File: src/cbb_pkg.sv
// Shared constants, types and codes for the clipped box blur block.
// Used by every other file of the block except cbb_if.
package cbb_pkg;

    localparam int RADIUS      = 5;
    localparam int MAX_WIDTH   = 1024;
    localparam int STORE_DEPTH = 2 * RADIUS * (MAX_WIDTH + 1);

    localparam int ADDR_W = $clog2(STORE_DEPTH);
    localparam int WID_W  = 11;
    localparam int HGT_W  = 13;
    localparam int COL_W  = $clog2(MAX_WIDTH);
    localparam int ROW_W  = HGT_W - 1;
    localparam int POS_W  = WID_W + HGT_W;
    localparam int WIN_W  = $clog2(2 * RADIUS + 1);
    localparam int CNT_W  = $clog2(4 * RADIUS * RADIUS + 1);
    localparam int SUM_W  = $clog2(4 * RADIUS * RADIUS * 255 + 1);
    localparam int DIVC_W = $clog2(SUM_W + 1);
    localparam int PIX_W  = 24;

    typedef enum logic [0:0] {
        REG_WIDTH  = 1'b0,
        REG_HEIGHT = 1'b1
    } reg_idx_t;

    typedef enum logic [0:0] {
        OP_PIXEL = 1'b0,
        OP_DRAIN = 1'b1
    } opcode_t;

    typedef enum logic [2:0] {
        B_IDLE,
        B_SETUP,
        B_READ,
        B_FLUSH,
        B_DIV,
        B_OUT
    } back_state_t;

    // one output pixel to be computed
    typedef struct packed {
        logic [ROW_W-1:0]  row;
        logic [COL_W-1:0]  col;
        logic [ADDR_W-1:0] addr;
        logic              last;
    } job_t;

    typedef struct packed {
        logic              en;
        logic [ADDR_W-1:0] addr;
        logic [PIX_W-1:0]  data;
    } wr_t;

    typedef struct packed {
        logic [WID_W-1:0] width;
        logic [HGT_W-1:0] height;
    } geom_t;

endpackage

File: src/cbb_if.sv
// Channel interfaces of the clipped box blur block: pixel in, pixel out, config.
// Depends on nothing.
interface cbb_pix_in_if;
    logic       valid;
    logic       ready;
    logic       opcode;
    logic [7:0] red_in;
    logic [7:0] green_in;
    logic [7:0] blue_in;
    modport source (output valid, opcode, red_in, green_in, blue_in, input ready);
    modport sink   (input valid, opcode, red_in, green_in, blue_in, output ready);
endinterface


interface cbb_cfg_if;
    logic        valid;
    logic        ready;
    logic [0:0]  addr;
    logic [12:0] data;
    modport source (output valid, addr, data, input ready);
    modport sink   (input valid, addr, data, output ready);
endinterface

File: src/cbb_front.sv
// Front end: config registers, input acceptance, frame positions, store writes
// and output pixel scheduling. Depends on cbb_pkg and cbb_if.
module cbb_front (
    input  logic                 clk,
    input  logic                 rst_n,
    cbb_pix_in_if.sink           pix_in,
    cbb_cfg_if.sink              cfg,
    output cbb_pkg::job_t        job,
    output logic                 job_push,
    input  logic                 q_full,
    input  logic                 last_done,
    output cbb_pkg::wr_t         wr,
    output cbb_pkg::geom_t       geom,
    output logic                 drain_wait
);

    logic [cbb_pkg::WID_W-1:0]  width_raw_reg;
    logic [cbb_pkg::HGT_W-1:0]  height_raw_reg;
    logic                       hold_reg;
    logic                       drain_reg;
    logic [cbb_pkg::POS_W-1:0]  total_reg;
    logic [cbb_pkg::POS_W-1:0]  lag_reg;
    logic [cbb_pkg::POS_W-1:0]  in_pos_reg;
    logic [cbb_pkg::POS_W-1:0]  out_pos_reg;
    logic [cbb_pkg::ADDR_W-1:0] in_addr_reg;
    logic [cbb_pkg::ADDR_W-1:0] out_addr_reg;
    logic [cbb_pkg::ROW_W-1:0]  out_row_reg;
    logic [cbb_pkg::COL_W-1:0]  out_col_reg;

    logic [cbb_pkg::WID_W-1:0]  w_eff;
    logic [cbb_pkg::HGT_W-1:0]  h_eff;
    logic                       accept;
    logic                       cfg_wr;
    logic                       take_px;
    logic [cbb_pkg::POS_W-1:0]  in_pos_next;
    logic                       emit;
    logic                       is_last;

    always_comb
    begin
        if (width_raw_reg == '0)
            w_eff = cbb_pkg::WID_W'(1);
        else if (width_raw_reg > cbb_pkg::WID_W'(cbb_pkg::MAX_WIDTH))
            w_eff = cbb_pkg::WID_W'(cbb_pkg::MAX_WIDTH);
        else
            w_eff = width_raw_reg;
        h_eff = (height_raw_reg == '0) ? cbb_pkg::HGT_W'(1) : height_raw_reg;
    end

    assign geom.width  = w_eff;
    assign geom.height = h_eff;

    assign cfg.ready    = 1'b1;
    assign cfg_wr       = cfg.valid;
    // a config write owns its edge; no pixel beat is taken alongside it
    assign pix_in.ready = !hold_reg && !drain_reg && !q_full && !cfg.valid;
    assign accept       = pix_in.valid && pix_in.ready;
    assign drain_wait   = drain_reg;

    always_comb
    begin
        take_px     = accept && (pix_in.opcode == cbb_pkg::OP_PIXEL) && (in_pos_reg < total_reg);
        in_pos_next = in_pos_reg + cbb_pkg::POS_W'(take_px);
        emit        = accept && ((in_pos_next >= total_reg) ||
                                 (in_pos_next >= out_pos_reg + lag_reg + cbb_pkg::POS_W'(1)));
        is_last     = (out_pos_reg + cbb_pkg::POS_W'(1)) >= total_reg;
    end

    assign job_push = emit;
    assign job.row  = out_row_reg;
    assign job.col  = out_col_reg;
    assign job.addr = out_addr_reg;
    assign job.last = is_last;

    assign wr.en   = take_px;
    assign wr.addr = in_addr_reg;
    assign wr.data = {pix_in.red_in, pix_in.green_in, pix_in.blue_in};

    // frame size and lag are registered from the effective width and height
    always_ff @(posedge clk)
    begin
        total_reg <= cbb_pkg::POS_W'(w_eff) * cbb_pkg::POS_W'(h_eff);
        lag_reg   <= cbb_pkg::POS_W'(cbb_pkg::RADIUS - 1) * cbb_pkg::POS_W'(w_eff)
                   + cbb_pkg::POS_W'(cbb_pkg::RADIUS - 1);
    end

    always_ff @(posedge clk or negedge rst_n)
    begin
        if (!rst_n)
        begin
            width_raw_reg  <= cbb_pkg::WID_W'(1024);
            height_raw_reg <= cbb_pkg::HGT_W'(1024);
            hold_reg       <= 1'b1;
            drain_reg      <= 1'b0;
            in_pos_reg     <= '0;
            out_pos_reg    <= '0;
            in_addr_reg    <= '0;
            out_addr_reg   <= '0;
            out_row_reg    <= '0;
            out_col_reg    <= '0;
        end
        else
        begin
            hold_reg <= 1'b0;
            if (last_done)
                drain_reg <= 1'b0;
            if (cfg_wr)
            begin
                unique case (cbb_pkg::reg_idx_t'(cfg.addr))
                    cbb_pkg::REG_WIDTH:  width_raw_reg  <= cfg.data[cbb_pkg::WID_W-1:0];
                    cbb_pkg::REG_HEIGHT: height_raw_reg <= cfg.data;
                    default: ;
                endcase
                hold_reg     <= 1'b1;
                in_pos_reg   <= '0;
                out_pos_reg  <= '0;
                in_addr_reg  <= '0;
                out_addr_reg <= '0;
                out_row_reg  <= '0;
                out_col_reg  <= '0;
            end
            else if (accept)
            begin
                if (take_px)
                begin
                    in_pos_reg  <= in_pos_next;
                    in_addr_reg <= (in_addr_reg == cbb_pkg::ADDR_W'(cbb_pkg::STORE_DEPTH - 1))
                                   ? '0 : in_addr_reg + cbb_pkg::ADDR_W'(1);
                end
                if (emit)
                begin
                    if (is_last)
                    begin
                        drain_reg    <= 1'b1;
                        in_pos_reg   <= '0;
                        out_pos_reg  <= '0;
                        in_addr_reg  <= '0;
                        out_addr_reg <= '0;
                        out_row_reg  <= '0;
                        out_col_reg  <= '0;
                    end
                    else
                    begin
                        out_pos_reg  <= out_pos_reg + cbb_pkg::POS_W'(1);
                        out_addr_reg <= (out_addr_reg ==
                                         cbb_pkg::ADDR_W'(cbb_pkg::STORE_DEPTH - 1))
                                        ? '0 : out_addr_reg + cbb_pkg::ADDR_W'(1);
                        if (cbb_pkg::WID_W'(out_col_reg) == w_eff - cbb_pkg::WID_W'(1))
                        begin
                            out_col_reg <= '0;
                            out_row_reg <= out_row_reg + cbb_pkg::ROW_W'(1);
                        end
                        else
                            out_col_reg <= out_col_reg + cbb_pkg::COL_W'(1);
                    end
                end
            end
        end
    end

endmodule

File: src/flat_wrapper.sv
// flat-port wrapper written by rule: the top's interface ports become plain ports
module cbb_front_flat 
  (clk, rst_n, job, job_push, q_full, last_done, wr, geom, drain_wait, pix_in_valid, pix_in_opcode, pix_in_red_in, pix_in_green_in, pix_in_blue_in, pix_in_ready, cfg_valid, cfg_addr, cfg_data, cfg_ready);
  cbb_pix_in_if pix_in_i ();
  cbb_cfg_if cfg_i ();
  input  logic clk;
  input  logic rst_n;
  output cbb_pkg::job_t job;
  output logic job_push;
  input  logic q_full;
  input  logic last_done;
  output cbb_pkg::wr_t wr;
  output cbb_pkg::geom_t geom;
  output logic drain_wait;
  input wire logic [$bits(pix_in_i.valid)-1:0] pix_in_valid;
  input wire logic [$bits(pix_in_i.opcode)-1:0] pix_in_opcode;
  input wire logic [$bits(pix_in_i.red_in)-1:0] pix_in_red_in;
  input wire logic [$bits(pix_in_i.green_in)-1:0] pix_in_green_in;
  input wire logic [$bits(pix_in_i.blue_in)-1:0] pix_in_blue_in;
  output wire logic [$bits(pix_in_i.ready)-1:0] pix_in_ready;
  input wire logic [$bits(cfg_i.valid)-1:0] cfg_valid;
  input wire logic [$bits(cfg_i.addr)-1:0] cfg_addr;
  input wire logic [$bits(cfg_i.data)-1:0] cfg_data;
  output wire logic [$bits(cfg_i.ready)-1:0] cfg_ready;
  assign pix_in_i.valid = pix_in_valid;
  assign pix_in_i.opcode = pix_in_opcode;
  assign pix_in_i.red_in = pix_in_red_in;
  assign pix_in_i.green_in = pix_in_green_in;
  assign pix_in_i.blue_in = pix_in_blue_in;
  assign pix_in_ready = pix_in_i.ready;
  assign cfg_i.valid = cfg_valid;
  assign cfg_i.addr = cfg_addr;
  assign cfg_i.data = cfg_data;
  assign cfg_ready = cfg_i.ready;
  cbb_front u_core (.clk(clk), .rst_n(rst_n), .pix_in(pix_in_i), .cfg(cfg_i), .job(job), .job_push(job_push), .q_full(q_full), .last_done(last_done), .wr(wr), .geom(geom), .drain_wait(drain_wait));
endmodule
File: config.mk
export PLATFORM = sky130hd
export DESIGN_NAME = cbb_front_flat
export DESIGN_NICKNAME = d
export VERILOG_FILES = /design/src/cbb_pkg.sv /design/src/cbb_if.sv /design/src/cbb_front.sv /design/src/flat_wrapper.sv
export SDC_FILE = /design/constraint.sdc
export NUM_CORES = 1
export LEC_CHECK = 0
export BUFFER_PORTS_ARGS = -buffer_cell sky130_fd_sc_hd__clkbuf_2
export CAP_MARGIN = 20
export CORE_UTILIZATION = 56
export DETAILED_ROUTE_END_ITERATION = 10
export GPL_TIMING_DRIVEN = 1
export HOLD_SLACK_MARGIN = 0.05
export PLACE_DENSITY = 0.83
export REMOVE_ABC_BUFFERS = 1
export SLEW_MARGIN = 10
export SYNTH_ARGS = -nofsm -noshare
export SYNTH_HDL_FRONTEND = slang
export SYNTH_SLANG_ARGS = --single-unit
File: constraint.sdc
create_clock -name clk -period 6.4 [get_ports clk]
set_input_delay 0.32 -clock clk [delete_from_list [all_inputs] [get_ports clk]]
set_output_delay 0.32 -clock clk [all_outputs]
set_load 0.03 [all_outputs]
# After elaboration in Yosys (flattened, before gate mapping)
# Cells that the tools add are included.
# classes
n_addsub	10
n_mul	1
n_div	0
magnitude_cmp	5
eq_ne	3
shift	0
muxes	39
bitwise_logic	2
n_reduce_logical	21
# op_table
op	count
$mux W24	9
$mux W14	11
$ge A24 B24 Y1	3
$mux W12	5
$mux W10	5
$add A24 B1 Y24 const B	2
$add A14 B1 Y14 const B	2
$eq A14 B14 Y1 const B	2
$add A24 B1 Y24	1
$add A24 B24 Y24	1
$lt A24 B24 Y1	1
$mul A11 B13 Y24	1
$mux W11	2
$add A13 B3 Y14 const B	1
$logic_not A13 Y1	1
$mux W13	1
$add A12 B1 Y12 const B	1
$eq A10 B11 Y1	1
$gt A11 B11 Y1 const B	1
$logic_not A11 Y1	1
$sub A11 B1 Y11 const B	1
$add A10 B1 Y10 const B	1
$logic_and A1 B1 Y1	7
$mux W1	6
7 further kinds	14
# word_totals
regBits	172
latchBits	0
ram_bits	0
mem_bits_ro	0
input_bits	45
out_inout_bits	104
word_cells	93
n_memories	0

# Depth between registers and ports, before layout
# depth
ltp_word	14
ltp_mapped	29

# Least setup slack after synthesis
# Ideal clock, no wire load.
# synth_path
kind	flip-flop to flip-flop
from	reg u_core.drain_reg, in the netlist u_core.drain_wait
to	reg u_core.in_addr_reg[9] in the netlist's numbering
arrival_ps	7206
required_ps	6320
setup_slack_ps	-886
stages_incl_launch_ff	27
path_buffers	2
synth_period_minus_slack_ps	7286
cell_sequence	dfrtp_1 -> nor4_1 -> nand2_1 -> nor4_1 -> and3_1 -> a31oi_1 -> clkinv_1 -> clkbuf_1 -> ha_1 -> ha_1 -> and3_1 -> nand3_1 -> or3_1 -> or2_2 -> nor2_1 -> xor2_1 -> ha_1 -> a211oi_1 -> nand3_1 -> or3_1 -> a31oi_1 -> nor4_1 -> or3_1 -> a21boi_0 -> clkbuf_1 -> nand4_1 -> mux2i_1
# synth_between
elab_chain_cells	14
word_cells_on_any_way	18
cone_classes	1 x add/sub; 2 x order compare; 5 x mux; 10 x reduce/logical
# synth_lines
element	line_no	rtl
start: declaration	cbb_front.sv:20	logic drain_reg;
start signal: assignment	cbb_front.sv:94	drain_reg <= 1'b0;
start signal: assignment	cbb_front.sv:106	drain_reg <= 1'b0;
start signal: assignment	cbb_front.sv:134	drain_reg <= 1'b1;
$logic_not A1 Y1 *	cbb_front.sv:56	assign pix_in.ready = !hold_reg && !drain_reg && !q_full && !cfg.valid;
$logic_and A1 B1 Y1 * (3 in a row)	cbb_front.sv:56	
net pix_in_ready	flat_wrapper.sv:20	output wire logic [$bits(pix_in_i.ready)-1:0] pix_in_ready;
$logic_and A1 B1 Y1 *	cbb_front.sv:57	assign accept = pix_in.valid && pix_in.ready;
$logic_and A1 B1 Y1 * (2 in a row)	cbb_front.sv:62	take_px = accept && (pix_in.opcode == cbb_pkg::OP_PIXEL) && (in_pos_reg < total_reg);
net u_core.take_px	cbb_front.sv:34	logic take_px;
$add A24 B1 Y24	cbb_front.sv:63	in_pos_next = in_pos_reg + cbb_pkg::POS_W'(take_px);
$ge A24 B24 Y1 (on tied branches)	cbb_front.sv:64, cbb_front.sv:65	
$logic_or A1 B1 Y1	cbb_front.sv:64	emit = accept && ((in_pos_next >= total_reg) ||
$logic_and A1 B1 Y1	cbb_front.sv:64	
$mux W14 *	cbb_front.sv:130	if (emit)
$mux W14 *	cbb_front.sv:122	else if (accept)
$mux W14 *	cbb_front.sv:107	if (cfg_wr)
end signal: assignment	cbb_front.sv:127	in_addr_reg <= (in_addr_reg == cbb_pkg::ADDR_W'(cbb_pkg::STORE_DEPTH - 1))
end: declaration	cbb_front.sv:25	logic [cbb_pkg::ADDR_W-1:0] in_addr_reg;
# The timed path passes the listed nets; every way through them passes the cells marked *. The select of a mux whose other input is x is not followed.
# A chain may end at the register's enable or synchronous reset.

# Worst setup path after layout
# layout_path
from	reg u_core.in_pos_reg[22] in the netlist's numbering
to	out job_push
# layout_between
elab_chain_cells	6
word_cells_on_any_way	7
cone_classes	1 x add/sub; 3 x order compare; 3 x reduce/logical
# layout_lines
element	line_no	rtl
start: declaration	cbb_front.sv:23	logic [cbb_pkg::POS_W-1:0] in_pos_reg;
start signal: assignment	cbb_front.sv:126	in_pos_reg <= in_pos_next;
$lt A24 B24 Y1	cbb_front.sv:62	
$logic_and A1 B1 Y1	cbb_front.sv:62	
$add A24 B1 Y24 *	cbb_front.sv:63	
$ge A24 B24 Y1 (on tied branches)	cbb_front.sv:64, cbb_front.sv:65	
$logic_or A1 B1 Y1 *	cbb_front.sv:64	
$logic_and A1 B1 Y1 *	cbb_front.sv:64	
end: declaration	flat_wrapper.sv:9	output logic job_push;
# Every way passes the cells marked *; elsewhere a longest branch is shown, timed or not.

==> impl_metrics.json <==
{
  "status": "finished, final reports clean",
  "yosysTopAreaCellShare_pct": 19.07,
  "yosysWarnings": 0,
  "cp.arrival_ns": 5.98,
  "ant_nets": 0,
  "clock_latency_ns": 0.46,
  "routedWlPerCell_um": 18.24,
  "final.period_utilization_pct": 98.37,
  "drive_gt1_share_pct": 13.44,
  "ys_async_sr_fraction_pct": 77.50,
  "min_period_ns": 6.295,
  "cts-buffers-inserted": 17,
  "hp-class": "input port to register",
  "dp_hpwl_um": 31450,
  "critPathCaptureType": "output pin",
  "drc_errors": 0,
  "ctsHtreeMaxLevel": 4,
  "grt_pass1_vias": 13810,
  "antenna_found_initial": 0,
  "max_freq_mhz": 158.8,
  "tns_ns": 0,
  "synth_edf_count": 0,
  "drtPass1Iterations": 5,
  "chipWidth_um": 170.4,
  "synthTopCellsByCount": "inv_1 (188), nand2_1 (188), ha_1 (180), dfrtp_1 (121), nor2_1 (109)",
  "netlist_instances": 1844,
  "synth_area_um2": 15880,
  "p_per_area_nw_per_um2": 336.1,
  "drt_iter0_drc": 965,
  "grt_overflow_total": 0,
  "portBuffers": 99,
  "cp-start-kind": "register",
  "cts_root_buf": "clkbuf_16",
  "path_class": "register to output pin",
  "synth.area.top_cells": "dfrtp_1 (19%), ha_1 (14%), fa_1 (12%)",
  "fin_util_pct": 62.65,
  "hold_violations": 0,
  "ios": 149,
  "place.gp.congestion": 0.9306,
  "grt_pass1_wl_um": 68160,
  "max-slew-margin-rel_pct": 30.16,
  "cts.clk_slew.worst_paths_ns": 0.07,
  "synth.distinct_cells": 79,
  "syn_avg_cell_area_um2": 8.609,
  "clk_path_buf_depth": 2,
  "cts_num_sinks": 160,
  "initial_core_util_pct": 56.99,
  "synthFlopType": "dfrtp_1",
  "vias_per_cell": 6.006,
  "cts_tree": "built",
  "globalRouteTotalUtil_pct": 29.61,
  "n_antenna_cell": 0,
  "setup_violations": 0,
  "power.leakage_nw": 8.556,
  "skew_ns": 0.01420,
  "fin_nets": 2230,
  "syn_to_final_growth_pct": 9.939,
  "grt_max_degree": 64,
  "irDropWorstVdd_mv": 0.2938,
  "worstPathMaxFanout": 5,
  "synth_seq_cells": 160,
  "required_ns": 6.08,
  "worst_pin_slew_ns": 1.045,
  "maxSlewViolCount": 0,
  "ys_seq_area_share_pct": 24.11,
  "die_y_um": 170.4,
  "yosysTopAreaCell": "dfrtp_1",
  "core_area_um2": 27860,
  "rows": 61,
  "dieArea_um2": 29030,
  "routed_wl_um": 41920,
  "maxCapViolCount": 0,
  "num_vias": 13800
}
cell usage in the layout (no fill, tap or decap), types with 60 or more instances in the layout:
master	n
and2_1	68
ha_1	178
a21oi_1	75
nor2_1	108
nand3_1	75
dfrtp_1	121
nand2_1	188
fa_1	98
inv_1	186
o21ai_0	94
xnor2_1	60
buf_4	61
clkbuf_2	97
final cells by class:
cell class	count	area [um2]
well taps	378	473.0
repair buffers	162	991.0
fillers	2203	10410
flip-flops and latches	160	3827
multi-input cells	1375	10880
inverters	191	720.7
clock inverters	14	132.6
clock buffers	18	429.2
stage by stage:
step	instance area [um2]	hold slack (ns)	power, mW	setup slack [ns]	instances
floorplan	15280	0.02441	3.861	-2.282	1726
global placement	16670	0.4579	4.585	0.1577	2256
detailed placement	16670	0.4487	4.756	-0.1706	2256
CTS	17310	0.09451	5.830	0.005753	2293
global route	17450	0.09402	6.404	-0.1160	2298
finish	17450	0.08945	5.865	0.1045	2298
routing by layer:
metal  global-route usage [%]  routed length (um)  vias up
li1                         -                   -     6370
met1                    36.00               16850     6659
met2                    51.62               20800      639
met3                    5.512                2936      134
met4                    11.67                1339        0
met5                   0.1739                   0        -
final timing paths:
check	to	start	cells past startpoint	slack [ns]
max	job_push	u_core.in_pos_reg[22]	25	0.10
min	u_core.width_raw_reg[10]	cfg_data[10]	3	0.09
max reg2reg	u_core.total_reg[20]	u_core.height_raw_reg[5]	20	0.21
min reg2reg	u_core.out_row_reg[11]	u_core.out_row_reg[11]	1	0.47
max in group asynchronous	u_core.width_raw_reg[6]	rst_n	3	4.53
min in group asynchronous	u_core.in_addr_reg[13]	rst_n	2	0.47
report_power, final:
part	internal, mW	total, mW	switching [mW]
sequential	1.17	1.23	0.0646
clock	0.541	1.01	0.472
combinational	1.47	3.62	2.15
total	3.17	5.87	2.69
worst max-delay path, stage by stage (launching register included):
cell and delay (ns):
dfrtp_1 0.43, ha_1 0.32, o21ai_1 0.20, nor2_1 0.09
nor4_2 0.31, buf_4 0.17, and3_1 0.16, a31oi_2 0.10
clkinv_1 0.07, ha_1 0.15, ha_1 0.17, and3_4 0.19
nand3_1 0.10, or3_4 0.39, or2_4 0.30, nor2_4 0.15
xor2_2 0.21, ha_4 0.23, a211oi_2 0.22, nand3_1 0.14
or3_1 0.40, a31oi_2 0.19, nor4_2 0.09, or3_4 0.38
and2_1 0.18, clkbuf_4 0.18
what timing repair did:
item / in CTS / in global routing
pin swaps: 3 / 4
hold endpoints to repair: 61 / 0
buffers inserted: 3 / 4
setup endpoints to repair: 51 / 72
hold buffers: 2 / 0
gates resized for setup: 7 / 19
kinds of logic after synthesis:
family                   Yosys count  synth area share [%]
flip-flops                       160                 24.11
multiplexers                      30                 2.081
AO/OA/AOI/OAI                    311                 12.68
buffers and inverters            309                 8.268
AND/OR/NAND/NOR                  655                 20.81
adder cells (fa/ha/maj)          278                 26.54
other                              2               0.04731
XOR/XNOR                          99                 5.462
No activity file was read; power rests on OpenSTA's default activity.
