### src/cbb_pkg.sv
// Shared constants, types and codes for the clipped box blur block.
// Used by every other file of the block except cbb_if.
package cbb_pkg;

    localparam int RADIUS      = 5;
    localparam int MAX_WIDTH   = 1024;
    localparam int STORE_DEPTH = 2 * RADIUS * (MAX_WIDTH + 1);

    localparam int ADDR_W = $clog2(STORE_DEPTH);
    localparam int WID_W  = 11;
    localparam int HGT_W  = 13;
    localparam int COL_W  = $clog2(MAX_WIDTH);
    localparam int ROW_W  = HGT_W - 1;
    localparam int POS_W  = WID_W + HGT_W;
    localparam int WIN_W  = $clog2(2 * RADIUS + 1);
    localparam int CNT_W  = $clog2(4 * RADIUS * RADIUS + 1);
    localparam int SUM_W  = $clog2(4 * RADIUS * RADIUS * 255 + 1);
    localparam int DIVC_W = $clog2(SUM_W + 1);
    localparam int PIX_W  = 24;

    typedef enum logic [0:0] {
        REG_WIDTH  = 1'b0,
        REG_HEIGHT = 1'b1
    } reg_idx_t;

    typedef enum logic [0:0] {
        OP_PIXEL = 1'b0,
        OP_DRAIN = 1'b1
    } opcode_t;

    typedef enum logic [2:0] {
        B_IDLE,
        B_SETUP,
        B_READ,
        B_FLUSH,
        B_DIV,
        B_OUT
    } back_state_t;

    // one output pixel to be computed
    typedef struct packed {
        logic [ROW_W-1:0]  row;
        logic [COL_W-1:0]  col;
        logic [ADDR_W-1:0] addr;
        logic              last;
    } job_t;

    typedef struct packed {
        logic              en;
        logic [ADDR_W-1:0] addr;
        logic [PIX_W-1:0]  data;
    } wr_t;

    typedef struct packed {
        logic [WID_W-1:0] width;
        logic [HGT_W-1:0] height;
    } geom_t;

endpackage

### src/cbb_queue.sv
// Two-entry job queue between front and back end.
// Depends on cbb_pkg.
module cbb_queue (
    input  logic          clk,
    input  logic          rst_n,
    input  logic          push,
    input  cbb_pkg::job_t push_job,
    output logic          full,
    input  logic          pop,
    output cbb_pkg::job_t pop_job,
    output logic          not_empty
);

    cbb_pkg::job_t entry_reg [2];
    logic          wr_ptr_reg;
    logic          rd_ptr_reg;
    logic [1:0]    count_reg;

    assign full      = (count_reg == 2'd2);
    assign not_empty = (count_reg != 2'd0);
    assign pop_job   = entry_reg[rd_ptr_reg];

    always_ff @(posedge clk)
    begin
        if (push)
            entry_reg[wr_ptr_reg] <= push_job;
    end

    always_ff @(posedge clk or negedge rst_n)
    begin
        if (!rst_n)
        begin
            wr_ptr_reg <= 1'b0;
            rd_ptr_reg <= 1'b0;
            count_reg  <= 2'd0;
        end
        else
        begin
            if (push)
                wr_ptr_reg <= !wr_ptr_reg;
            if (pop)
                rd_ptr_reg <= !rd_ptr_reg;
            count_reg <= count_reg + 2'(push) - 2'(pop);
        end
    end

endmodule

### config.mk
export PLATFORM = sky130hd
export DESIGN_NAME = cbb_queue
export DESIGN_NICKNAME = d
export VERILOG_FILES = /design/src/cbb_pkg.sv /design/src/cbb_queue.sv
export SDC_FILE = /design/constraint.sdc
export NUM_CORES = 1
export LEC_CHECK = 0
export ABC_AREA = 0
export BUFFER_PORTS_ARGS = -buffer_cell sky130_fd_sc_hd__buf_2
export CAP_MARGIN = 20
export CORE_UTILIZATION = 51
export CTS_CLUSTER_DIAMETER = 200
export DETAILED_ROUTE_END_ITERATION = 12
export GPL_ROUTABILITY_DRIVEN = 0
export GPL_TIMING_DRIVEN = 0
export PLACE_DENSITY_LB_ADDON = 0.3
export RECOVER_POWER = 25
export SLEW_MARGIN = 20
export SYNTH_ARGS = -nofsm -noshare
export SYNTH_HDL_FRONTEND = slang
export SYNTH_SLANG_ARGS = --single-unit
### constraint.sdc
create_clock -name clk -period 2.98 [get_ports clk]
set_clock_uncertainty 0.2 [all_clocks]
set_input_delay 0.745 -clock clk [delete_from_list [all_inputs] [get_ports clk]]
set_output_delay 0.745 -clock clk [all_outputs]
set_load 0.01 [all_outputs]
Word level (Yosys, flattened, before mapping)
Memory sizes are Yosys's and may differ from the RTL's.
Cells that the tools add are included.
{"block": "totals", "ram_bits": 74, "output_inout_bits": 39, "word_cells": 12, "memories": 1, "ff_bits": 4, "in_bits": 41}
{"name": "entry_reg", "words": 2, "word_bits": 37, "read_ports": 1, "rd_ports_with_merged_regs": 0, "wr": 1, "line": "cbb_queue.sv:14", "text": "cbb_pkg::job_t entry_reg [2];"}
{"block": "classes", "addsub": 2, "mux": 2, "n_eq_ne": 1, "n_reduce_logical": 3}
{"cell": "$add A2 B1 Y2", "n": 1}
{"cell": "$eq A2 B2 Y1 const B", "n": 1}
{"cell": "$logic_not A1 Y1", "n": 2}
{"cell": "$mux W1", "n": 2}
{"cell": "$reduce_bool A2 Y1", "n": 1}
{"cell": "$sub A2 B1 Y2", "n": 1}

Logic depth before layout (Yosys ltp)
Gate-level depths: netlist of run 1.
{"block": "logic_depth", "depth_word": 2, "ltp_mapped": 5, "ltp_nobuf": 5}

Least setup slack after synthesis of run 1
Ideal clock, no wire load.
{"block": "synth_timing", "path_kind": "input-to-reg", "start": "in push", "end": "mem entry_reg[0][0] (netlist bit), enable pin", "arrival_ns": 2.406, "required_ns": 2.344, "setup_slack_ns": -0.062, "setup_time_ns": 0.436, "n_path_buf": 0, "stages": 1, "path_cell_list": "nor2b_1"}
{"block": "synth_via", "elab_chain_cells": 2}
{"element": "start, declared", "line": "cbb_queue.sv:6", "text": "input logic push,"}
{"element": "$mux W1", "line": "cbb_queue.sv:25", "text": "if (push)"}
{"element": "$mux W1 (implied by the code)", "line": "cbb_queue.sv:26", "text": "entry_reg[wr_ptr_reg] <= push_job;"}
{"element": "end, declared", "line": "cbb_queue.sv:14"}
Every way passes these cells.

==> flow_metrics.env, run 1 <==
export IMPL_final_antenna_net_count=0
export IMPL_ios=80
export IMPL_crit_path_start_kind="flip-flop"
export IMPL_grt_pass1_wl_um=6860
export IMPL_path_clk_slew_ns=0.07
export IMPL_grt_use_total_pct=15.9
export IMPL_cts_buffer_depth=2
export IMPL_worst_slew_margin_rel_pct=60.9
export IMPL_end_kind="primary output"
export IMPL_final_cell_mix="buf_2 (77), edfxtp_1 (74), mux2_4 (20)"
export IMPL_powerDensity_mw_per_mm2=910
export IMPL_crit_buf_inv=3
export IMPL_power_switching_uw=914
export IMPL_hpwl_um=2920
export IMPL_ys_ff_latch=78
export IMPL_fillerInstances=415
export IMPL_layout_area_seq_mm2=0.00232
export IMPL_holdCritPathClass="flip-flop to flip-flop"
export IMPL_setup_slack_ns=0.532
export IMPL_drt_iter0_markers=35
export IMPL_slowest_delay_ns=0.36
export IMPL_largest_register_ffs=74
export IMPL_die_w_um=78.1
export IMPL_syn_num_nets=173
export IMPL_antenna_cells=0
export IMPL_vias=1446
export IMPL_power_frac_seq_pct=45.6
export IMPL_clock_latency_ns=0.33
export IMPL_syn_avg_cell_area_um2=22.7
export IMPL_clkPwrFrac_pct=21.1
export IMPL_io_buffers=79
export IMPL_multi_input_area_um2=592
export IMPL_setup_viol=0
export IMPL_p_total_uw=3340
export IMPL_crit_family="buffers and inverters"
export IMPL_first_pass_iters=3
export IMPL_grt_max_degree=28
export IMPL_report_final_hold_viol_count=0
export IMPL_fin_nets=266
export IMPL_cp_depth=4
export IMPL_ys_warn_count=0
export IMPL_crit_arrival_ns=1.50
export IMPL_slew_viol_final=0
export IMPL_grt_pass1_vias=1465
export IMPL_ir_worst_vdd_mv=0.602
export IMPL_worstPathRequired_ns=2.04
export IMPL_die_h_um=78.1
export IMPL_die_area_mm2=0.00610
export IMPL_rsz0062_at_grt="no"
export IMPL_gr_total_overflow=0
export IMPL_worst_pin_slew_ns=0.585
export IMPL_core_mm2=0.00554
export IMPL_synthToLayoutAreaGrowth_pct=24.3
export IMPL_htree_levels=3
export IMPL_reg2reg_depth=2
export IMPL_cp_max_fo=10
export IMPL_critPathSlowestCell="dfrtp_1"
export IMPL_status="complete, no violations"
export IMPL_tritoncts="done"
export IMPL_pre_cts_ws_ns=0.799
export IMPL_drive_gt1_share_pct=58.8
export IMPL_initial_core_util_pct=53.3
export IMPL_path_common_cell="buf_6"
export IMPL_pwr_share_comb_pct=33.3
export IMPL_ctsResizeCount=0
export IMPL_cts_buffers=9
export IMPL_total_leakage_power_uw=0.00147
export IMPL_seq_area_frac_synth_pct=78.7
export IMPL_wl_um=4400
export IMPL_max_cap_violations=0
export IMPL_final_common_cell="buf_2"
export IMPL_period_share_pct=82.1
export IMPL_synth_distinct_cells=13
export IMPL_layout_min_cycle_time_ns=2.45
export IMPL_root_buffer="clkbuf_8"
export IMPL_critPathKind="flip-flop to primary output"
export IMPL_fp_row_count=27
export IMPL_clock_sinks=78
export IMPL_antenna_found_initial=0
export IMPL_switching_share_pct=27.4
export IMPL_netlist_area_mm2=0.00295
export IMPL_wire_per_inst_um=14.8
export IMPL_netlist_instances=130
export IMPL_whs_path_depth=1
export IMPL_intPower_uw=2430
export IMPL_crit_path_cell_trace="buf_6 > buf_6 > mux2_4 > buf_2"
export IMPL_timing_fmax_mhz=409
export IMPL_viasPerCell=4.85
export IMPL_drc=0
-- through the flow --
stage	TNS [ns]	hold WS [ns]	utilization [%]	instances	area, um2
final	0	0.342	66.2	298	3670
after global routing	0	0.358	66.2	298	3670
after CTS	0	0.343	66.3	298	3670
after detailed placement	0	0.328	63.1	283	3490
after global placement	-1.36	0.286	62.1	281	3440
after floorplan	0	0.249	-	130	2950
-- Yosys cell counts --
cell	n	area (um2)
and2_1	1	6.26
inv_1	2	7.51
mux2_2	17	191
buf_6	3	33.8
xor3_1	1	23.8
buf_2	1	5.00
mux2_4	20	300
xor2_1	2	17.5
edfxtp_1	74	2220
dfrtp_1	4	100
ha_1	2	25.0
nor2b_1	2	12.5
or2_2	1	6.26
-- per-layer routing --
metal  wire length [um]  share of wire, %  track usage (%)
met2               2320                53             26.9
met4                 91               2.1             10.6
met1               1750                40             17.2
met3                234               5.3             4.88
met5                  0                 0                0
-- logic make-up (layout without fill, tap and decap cells) --
logic type               count (synthesis)  in the layout  synth area share, %
XOR/XNOR                                 3              3                 1.40
flip-flops                              78             78                 78.7
buffers and inverters                    6            102                 1.57
AND/OR/NAND/NOR                          4              4                0.848
adder cells (fa/ha/maj)                  2              2                0.848
multiplexers                            37             37                 16.7
-- cell type report --
class                      count  share of cell area (%)
buffer                         4                    1.06
inverter                       2                   0.205
timing repair buffer          82                    12.2
clock buffer                  12                    3.68
sequential                    78                    63.3
tap                           72                    2.45
multi-input combinational     46                    16.1
clock inverter                 2                   0.955
-- repair_timing --
item / in CTS / in global routing
setup endpoints to repair: 0 / 0
endpoints found under the hold margin: 4 / 0
setup buffers: 0 / 0
hold buffers: 1 / 0
-- power groups by stage --
stage / sequential [uW] / clock, uW / combinational [uW]
after floorplan: 1530 / 0 / 751
after CTS: 1530 / 728 / 1140
after detailed placement: 1550 / 0 / 1130
final: 1520 / 705 / 1110
after global placement: 1540 / 0 / 1080
after global routing: 1540 / 765 / 1200
-- worst paths after layout --
| check | from | end | slack (ns) |
|---|---|---|---|
| max | rd_ptr_reg | pop_job[24] | 0.53 |
| max reg2reg | wr_ptr_reg | entry_reg[0][15] | 1.31 |
| max in group asynchronous | rst_n | rd_ptr_reg | 1.92 |
| min in group asynchronous | rst_n | wr_ptr_reg | 0.54 |
| min | wr_ptr_reg | wr_ptr_reg | 0.34 |
| min reg2reg | wr_ptr_reg | wr_ptr_reg | 0.34 |
(Power assumes the default switching activity.)
==> run 2: changes to the inputs <==
==> constraint.sdc (replaced) <==
create_clock -name clk -period 2.3 [get_ports clk]
set_clock_uncertainty 0.2 [all_clocks]
set_input_delay 0.575 -clock clk [delete_from_list [all_inputs] [get_ports clk]]
set_output_delay 0.575 -clock clk [all_outputs]
set_load 0.01 [all_outputs]
==> run 2 against run 1 <==
Compared with the run above:
- design area rose by 1.3%
- wire length is essentially flat
- largest cell class unchanged
- clock-buffer cell count unchanged
- global-route usage did not move
- worst hold slack got worse by 0.12 ns
- non-clock buffer count is 2 higher
- clock power up 30%
- largest power group unchanged
- flip-flop and latch count stayed put
==> flow_metrics.env, run 2 (synthesized netlist as in run 1, its figures left out) <==
export IMPL_fin_nets=268
export IMPL_final_cell_mix="buf_2 (76), edfxtp_1 (74), mux2_4 (20)"
export IMPL_wire_per_inst_um=14.7
export IMPL_holdCritPathClass="primary input to flip-flop"
export IMPL_die_w_um=78.1
export IMPL_tritoncts="done"
export IMPL_setup_viol=0
export IMPL_multi_input_area_um2=592
export IMPL_report_final_hold_viol_count=0
export IMPL_whs_path_depth=1
export IMPL_layout_area_seq_mm2=0.00232
export IMPL_io_buffers=79
export IMPL_antenna_cells=0
export IMPL_fp_row_count=27
export IMPL_drt_iter0_markers=37
export IMPL_critPathSlowestCell="dfrtp_1"
export IMPL_fin_cells=300
export IMPL_initial_core_util_pct=53.3
export IMPL_final_antenna_net_count=0
export IMPL_largest_register_ffs=74
export IMPL_core_mm2=0.00554
export IMPL_synthToLayoutAreaGrowth_pct=25.9
export IMPL_worst_pin_slew_ns=0.586
export IMPL_grt_pass1_wl_um=6860
export IMPL_r2r_end="entry_reg[0][15]"
export IMPL_wl_um=4400
export IMPL_pre_cts_ws_ns=0.289
export IMPL_crit_path_start_kind="flip-flop"
export IMPL_crit_path_cell_trace="buf_6 > buf_12 > mux2_4 > buf_2"
export IMPL_slew_viol_final=0
export IMPL_viasPerCell=4.80
export IMPL_critPathLaunch="rd_ptr_reg"
export IMPL_slowest_delay_ns=0.39
export IMPL_timing_fmax_mhz=450
export IMPL_htree_levels=3
export IMPL_end_kind="primary output"
export IMPL_rrSetupSlack_ns=0.63
export IMPL_hpwl_um=2920
export IMPL_period_share_pct=96.5
export IMPL_grt_pass1_vias=1465
export IMPL_status="complete, no violations"
export IMPL_worstPathRequired_ns=1.52
export IMPL_antenna_found_initial=0
export IMPL_dp_cells=283
export IMPL_root_buffer="clkbuf_8"
export IMPL_grt_use_total_pct=15.9
export IMPL_drc=0
export IMPL_vias=1441
export IMPL_ios=80
export IMPL_placed_area_mm2=0.00349
export IMPL_clock_latency_ns=0.33
export IMPL_setup_slack_ns=0.0800
export IMPL_cp_depth=4
export IMPL_drive_gt1_share_pct=59.2
export IMPL_layout_min_cycle_time_ns=2.22
export IMPL_die_h_um=78.1
export IMPL_cts_buffer_depth=2
export IMPL_critPathCapture="pop_job[24]"
export IMPL_powerDensity_mw_per_mm2=1190
export IMPL_path_clk_slew_ns=0.07
export IMPL_crit_arrival_ns=1.45
export IMPL_cts_buffers=9
export IMPL_r2r_start="wr_ptr_reg"
export IMPL_grt_max_degree=28
export IMPL_crit_family="buffers and inverters"
export IMPL_clock_sinks=78
export IMPL_fin_area_mm2=0.00372
export IMPL_ir_worst_vdd_mv=0.820
export IMPL_critPathKind="flip-flop to primary output"
export IMPL_total_leakage_power_uw=0.00149
export IMPL_die_area_mm2=0.00610
export IMPL_crit_buf_inv=3
export IMPL_cp_max_fo=10
export IMPL_rsz0062_at_grt="no"
export IMPL_reg2reg_depth=2
export IMPL_final_common_cell="buf_2"
export IMPL_worst_slew_margin_rel_pct=60.9
export IMPL_first_pass_iters=4
export IMPL_max_cap_violations=0
export IMPL_fillerInstances=410
export IMPL_gr_total_overflow=0
==> run 2: cell count changes in the layout (fill, tap and decap cells not counted), sizes merged <==
cell,delta
buf,+1
clkbuf,+1
==> run 2: cell type report <==
class                      instances  area share (%)
multi-input combinational         46            15.9
inverter                           2           0.202
timing repair buffer              84            12.8
buffer                             4            1.58
clock inverter                     2           0.942
tap                               72            2.42
sequential                        78            62.5
clock buffer                      12            3.64
==> run 2: worst min-delay path by stage <==
stage,startpoint,endpoint
after floorplan,rst_n,count_reg[0]
after global placement,rst_n,count_reg[0]
after detailed placement,rst_n,wr_ptr_reg
after CTS,push_job[6],entry_reg[0][6]
after global routing,push_job[5],entry_reg[0][5]
final,push_job[6],entry_reg[0][6]
==> run 2: repair_timing <==
action                     CTS  global route
hold buffers                 1             0
gates cloned                 0             0
setup endpoints to repair    4            24
setup buffers                0             2
resized for setup            0             5
hold endpoints to repair     4             0
==> run 2: power by group <==
group	total (uW)	switching, uW	internal, uW
Sequential	1970	83.2	1890
Clock	915	426	489
Combinational	1540	693	847
==> run 2: layer usage <==
metal  vias up  global-route usage, %  wire [um]
met5         -                      0          0
met4         0                   10.6         92
met3        10                   4.88        236
met2        50                   26.9       2320
met1       688                   17.2       1750
li1        693                      -          -
==> run 2: stage by stage <==
stage          TNS (ns)  power (uW)  hold WS (ns)  util, %
2_1_floorplan         0        2960        0.0794        -
3_3_place_gp     -34.40        3390         0.185     62.1
3_5_place_dp          0        3470         0.185     63.1
4_1_cts        -0.00798        4390         0.207     66.3
5_1_grt               0        4640         0.205     67.1
6_report              0        4430         0.227     67.1
==> run 3: changes to the inputs <==
--- a/config.mk
+++ b/config.mk
@@ -8,7 +8,7 @@
 export ABC_AREA = 0
 export BUFFER_PORTS_ARGS = -buffer_cell sky130_fd_sc_hd__buf_2
 export CAP_MARGIN = 20
-export CORE_UTILIZATION = 51
+export CORE_UTILIZATION = 46
 export CTS_CLUSTER_DIAMETER = 200
 export DETAILED_ROUTE_END_ITERATION = 12
 export GPL_ROUTABILITY_DRIVEN = 0
==> constraint.sdc (replaced) <==
create_clock -name clk -period 1.94 [get_ports clk]
set_clock_uncertainty 0.2 [all_clocks]
set_input_delay 0.485 -clock clk [delete_from_list [all_inputs] [get_ports clk]]
set_output_delay 0.485 -clock clk [all_outputs]
set_load 0.01 [all_outputs]
==> run 3 against run 2 <==
Compared with the run above:
- the flow now finishes with violations (setup timing)
- design area grew 6.0%
- wire length grew 9.7%
- first-iteration DRC count rose by 95%
- setup slack worse by 0.27 ns
- clock power increased by 37%
- critical path type unchanged
- critical endpoint is now pop_job[8]
- largest power group unchanged
==> flow_metrics.env, run 3 (synthesized netlist as in run 1, its figures left out) <==
export IMPL_rsz0062_at_grt="yes"
export IMPL_wire_per_inst_um=15.8
export IMPL_cts_buffers=9
export IMPL_wl_um=4820
export IMPL_whs_ns=0.132
export IMPL_switching_share_pct=26.8
export IMPL_die_w_um=82.1
export IMPL_timing_fmax_mhz=470
export IMPL_antenna_cells=0
export IMPL_drive_gt1_share_pct=59.7
export IMPL_ir_worst_vdd_mv=0.876
export IMPL_setup_slack_ns=-0.189
export IMPL_cp_max_fo=10
export IMPL_grt_pass1_wl_um=7090
export IMPL_fp_row_count=28
export IMPL_pwr_share_comb_pct=37.8
export IMPL_path_clk_slew_ns=0.08
export IMPL_cts_buffer_depth=2
export IMPL_max_cap_violations=0
export IMPL_gr_total_overflow=0
export IMPL_holdCritPathClass="primary input to flip-flop"
export IMPL_report_final_hold_viol_count=0
export IMPL_powerDensity_mw_per_mm2=1470
export IMPL_drt_iter0_markers=72
export IMPL_final_antenna_net_count=0
export IMPL_ios=80
export IMPL_crit_arrival_ns=1.44
export IMPL_fin_area_mm2=0.00394
export IMPL_status="finished with violations"
export IMPL_clock_latency_ns=0.33
export IMPL_io_buffers=79
export IMPL_grt_pass1_vias=1461
export IMPL_final_common_cell="edfxtp_1"
export IMPL_grt_use_total_pct=15.3
export IMPL_vias=1492
export IMPL_critPathSlowestCell="dfrtp_1"
export IMPL_fin_nets=269
export IMPL_slew_viol_final=0
export IMPL_period_share_pct=110
export IMPL_first_pass_iters=2
export IMPL_root_buffer="clkbuf_8"
export IMPL_htree_levels=3
export IMPL_largest_register_ffs=74
export IMPL_final_cell_mix="edfxtp_1 (74), buf_2 (49), buf_6 (29)"
export IMPL_end_kind="primary output"
export IMPL_tritoncts="done"
export IMPL_total_leakage_power_uw=0.00160
export IMPL_antenna_found_initial=0
export IMPL_grt_max_degree=38
export IMPL_initial_core_util_pct=48.7
export IMPL_worst_pin_slew_ns=0.589
export IMPL_crit_path_cell_trace="buf_6 > buf_12 > mux2_4 > buf_6"
export IMPL_worstPathRequired_ns=1.25
export IMPL_placed_area_mm2=0.00345
export IMPL_power_frac_seq_pct=40.6
export IMPL_slowest_delay_ns=0.39
export IMPL_path_common_cell="buf_6"
export IMPL_hpwl_um=2970
export IMPL_clock_sinks=78
export IMPL_layout_min_cycle_time_ns=2.13
export IMPL_clkPwrFrac_pct=21.6
export IMPL_power_switching_uw=1560
export IMPL_setup_viol=37
export IMPL_die_h_um=82.1
export IMPL_viasPerCell=4.88
export IMPL_critPathKind="flip-flop to primary output"
export IMPL_crit_path_start_kind="flip-flop"
export IMPL_drc=0
export IMPL_die_area_mm2=0.00674
export IMPL_intPower_uw=4250
export IMPL_violations="setup timing"
export IMPL_synthToLayoutAreaGrowth_pct=33.5
export IMPL_core_mm2=0.00606
export IMPL_worst_slew_margin_rel_pct=60.7
==> run 3: cell count changes in the layout (fill, tap and decap cells not counted), moves of 2 or more <==
cell,before,now
buf_6,1,29
mux2_4,20,27
buf_2,76,49
buf_4,1,4
clkinv_1,0,3
mux2_2,17,10
clkbuf_1,5,3
==> run 3: power by group through the flow <==
stage	logic, uW	clock network [uW]	registers [uW]
final	2200	1250	2360
after global routing	2350	1330	2390
after CTS	2200	1270	2360
after detailed placement	1690	0	2390
after global placement	1680	0	2360
after floorplan	1160	0	2350
==> run 3: stage by stage <==
stage / setup TNS [ns] / utilization, % / total power (uW) / std cells / worst slack (ns)
3_5_place_dp: -11.45 / 56.9 / 4080 / 284 / -0.238
2_1_floorplan: 0 / - / 3510 / 130 / 0.255
5_1_grt: -7.48 / 65.0 / 6070 / 306 / -0.226
3_3_place_gp: -11.13 / 56.9 / 4040 / 284 / -0.228
4_1_cts: -6.52 / 64.8 / 5840 / 305 / -0.208
6_report: -5.90 / 65.0 / 5810 / 306 / -0.189
==> run 3: worst max-delay path, delay by kind of cell, from the launching register on <==
kind / cells / cell delay [ns]
buffers and inverters: 3 / 0.42
flip-flops: 1 / 0.39
multiplexers: 1 / 0.30
==> run 3: worst paths after layout <==
path / cells after the start / slack, ns / end / startpoint
max in group asynchronous: 2 / 1.11 / rd_ptr_reg / rst_n
worst max-delay path: 4 / -0.19 / pop_job[8] / rd_ptr_reg
min in group asynchronous: 2 / 0.30 / count_reg[1] / rst_n
worst min-delay path: 1 / 0.13 / entry_reg[0][33] / push_job[33]
worst min register to register: 1 / 0.43 / wr_ptr_reg / wr_ptr_reg
worst max register to register: 5 / 0.33 / count_reg[1] / count_reg[0]
==> run 3: timing repair <==
item | 4_1_cts | 5_1_grt
endpoints found under the setup margin | 74 | 92
hold buffers | 1 | 0
endpoints found under the hold margin | 4 | 0
resized for setup | 39 | 3
gates cloned | 1 | 0
buffers inserted | 3 | 1
pin swaps | 0 | 0
==> run 3: final cells by class <==
| type | instances | area [um2] |
|---|---|---|
| inverters | 2 | 7.51 |
| fillers | 444 | 2120 |
| plain buffers | 4 | 58.8 |
| multi-input cells | 47 | 633 |
| clock buffers | 10 | 128 |
| flip-flops and latches | 78 | 2320 |
| well taps | 75 | 93.8 |
| repair buffers | 84 | 621 |
| clock inverters | 6 | 76.3 |
==> run 3: routing by layer <==
metal	vias to the layer above	wire [um]	GRT usage, %
met4	0	85	8.42
li1	701	-	-
met1	742	1830	17.2
met3	9	173	3.52
met5	-	0	0
met2	40	2730	26.7
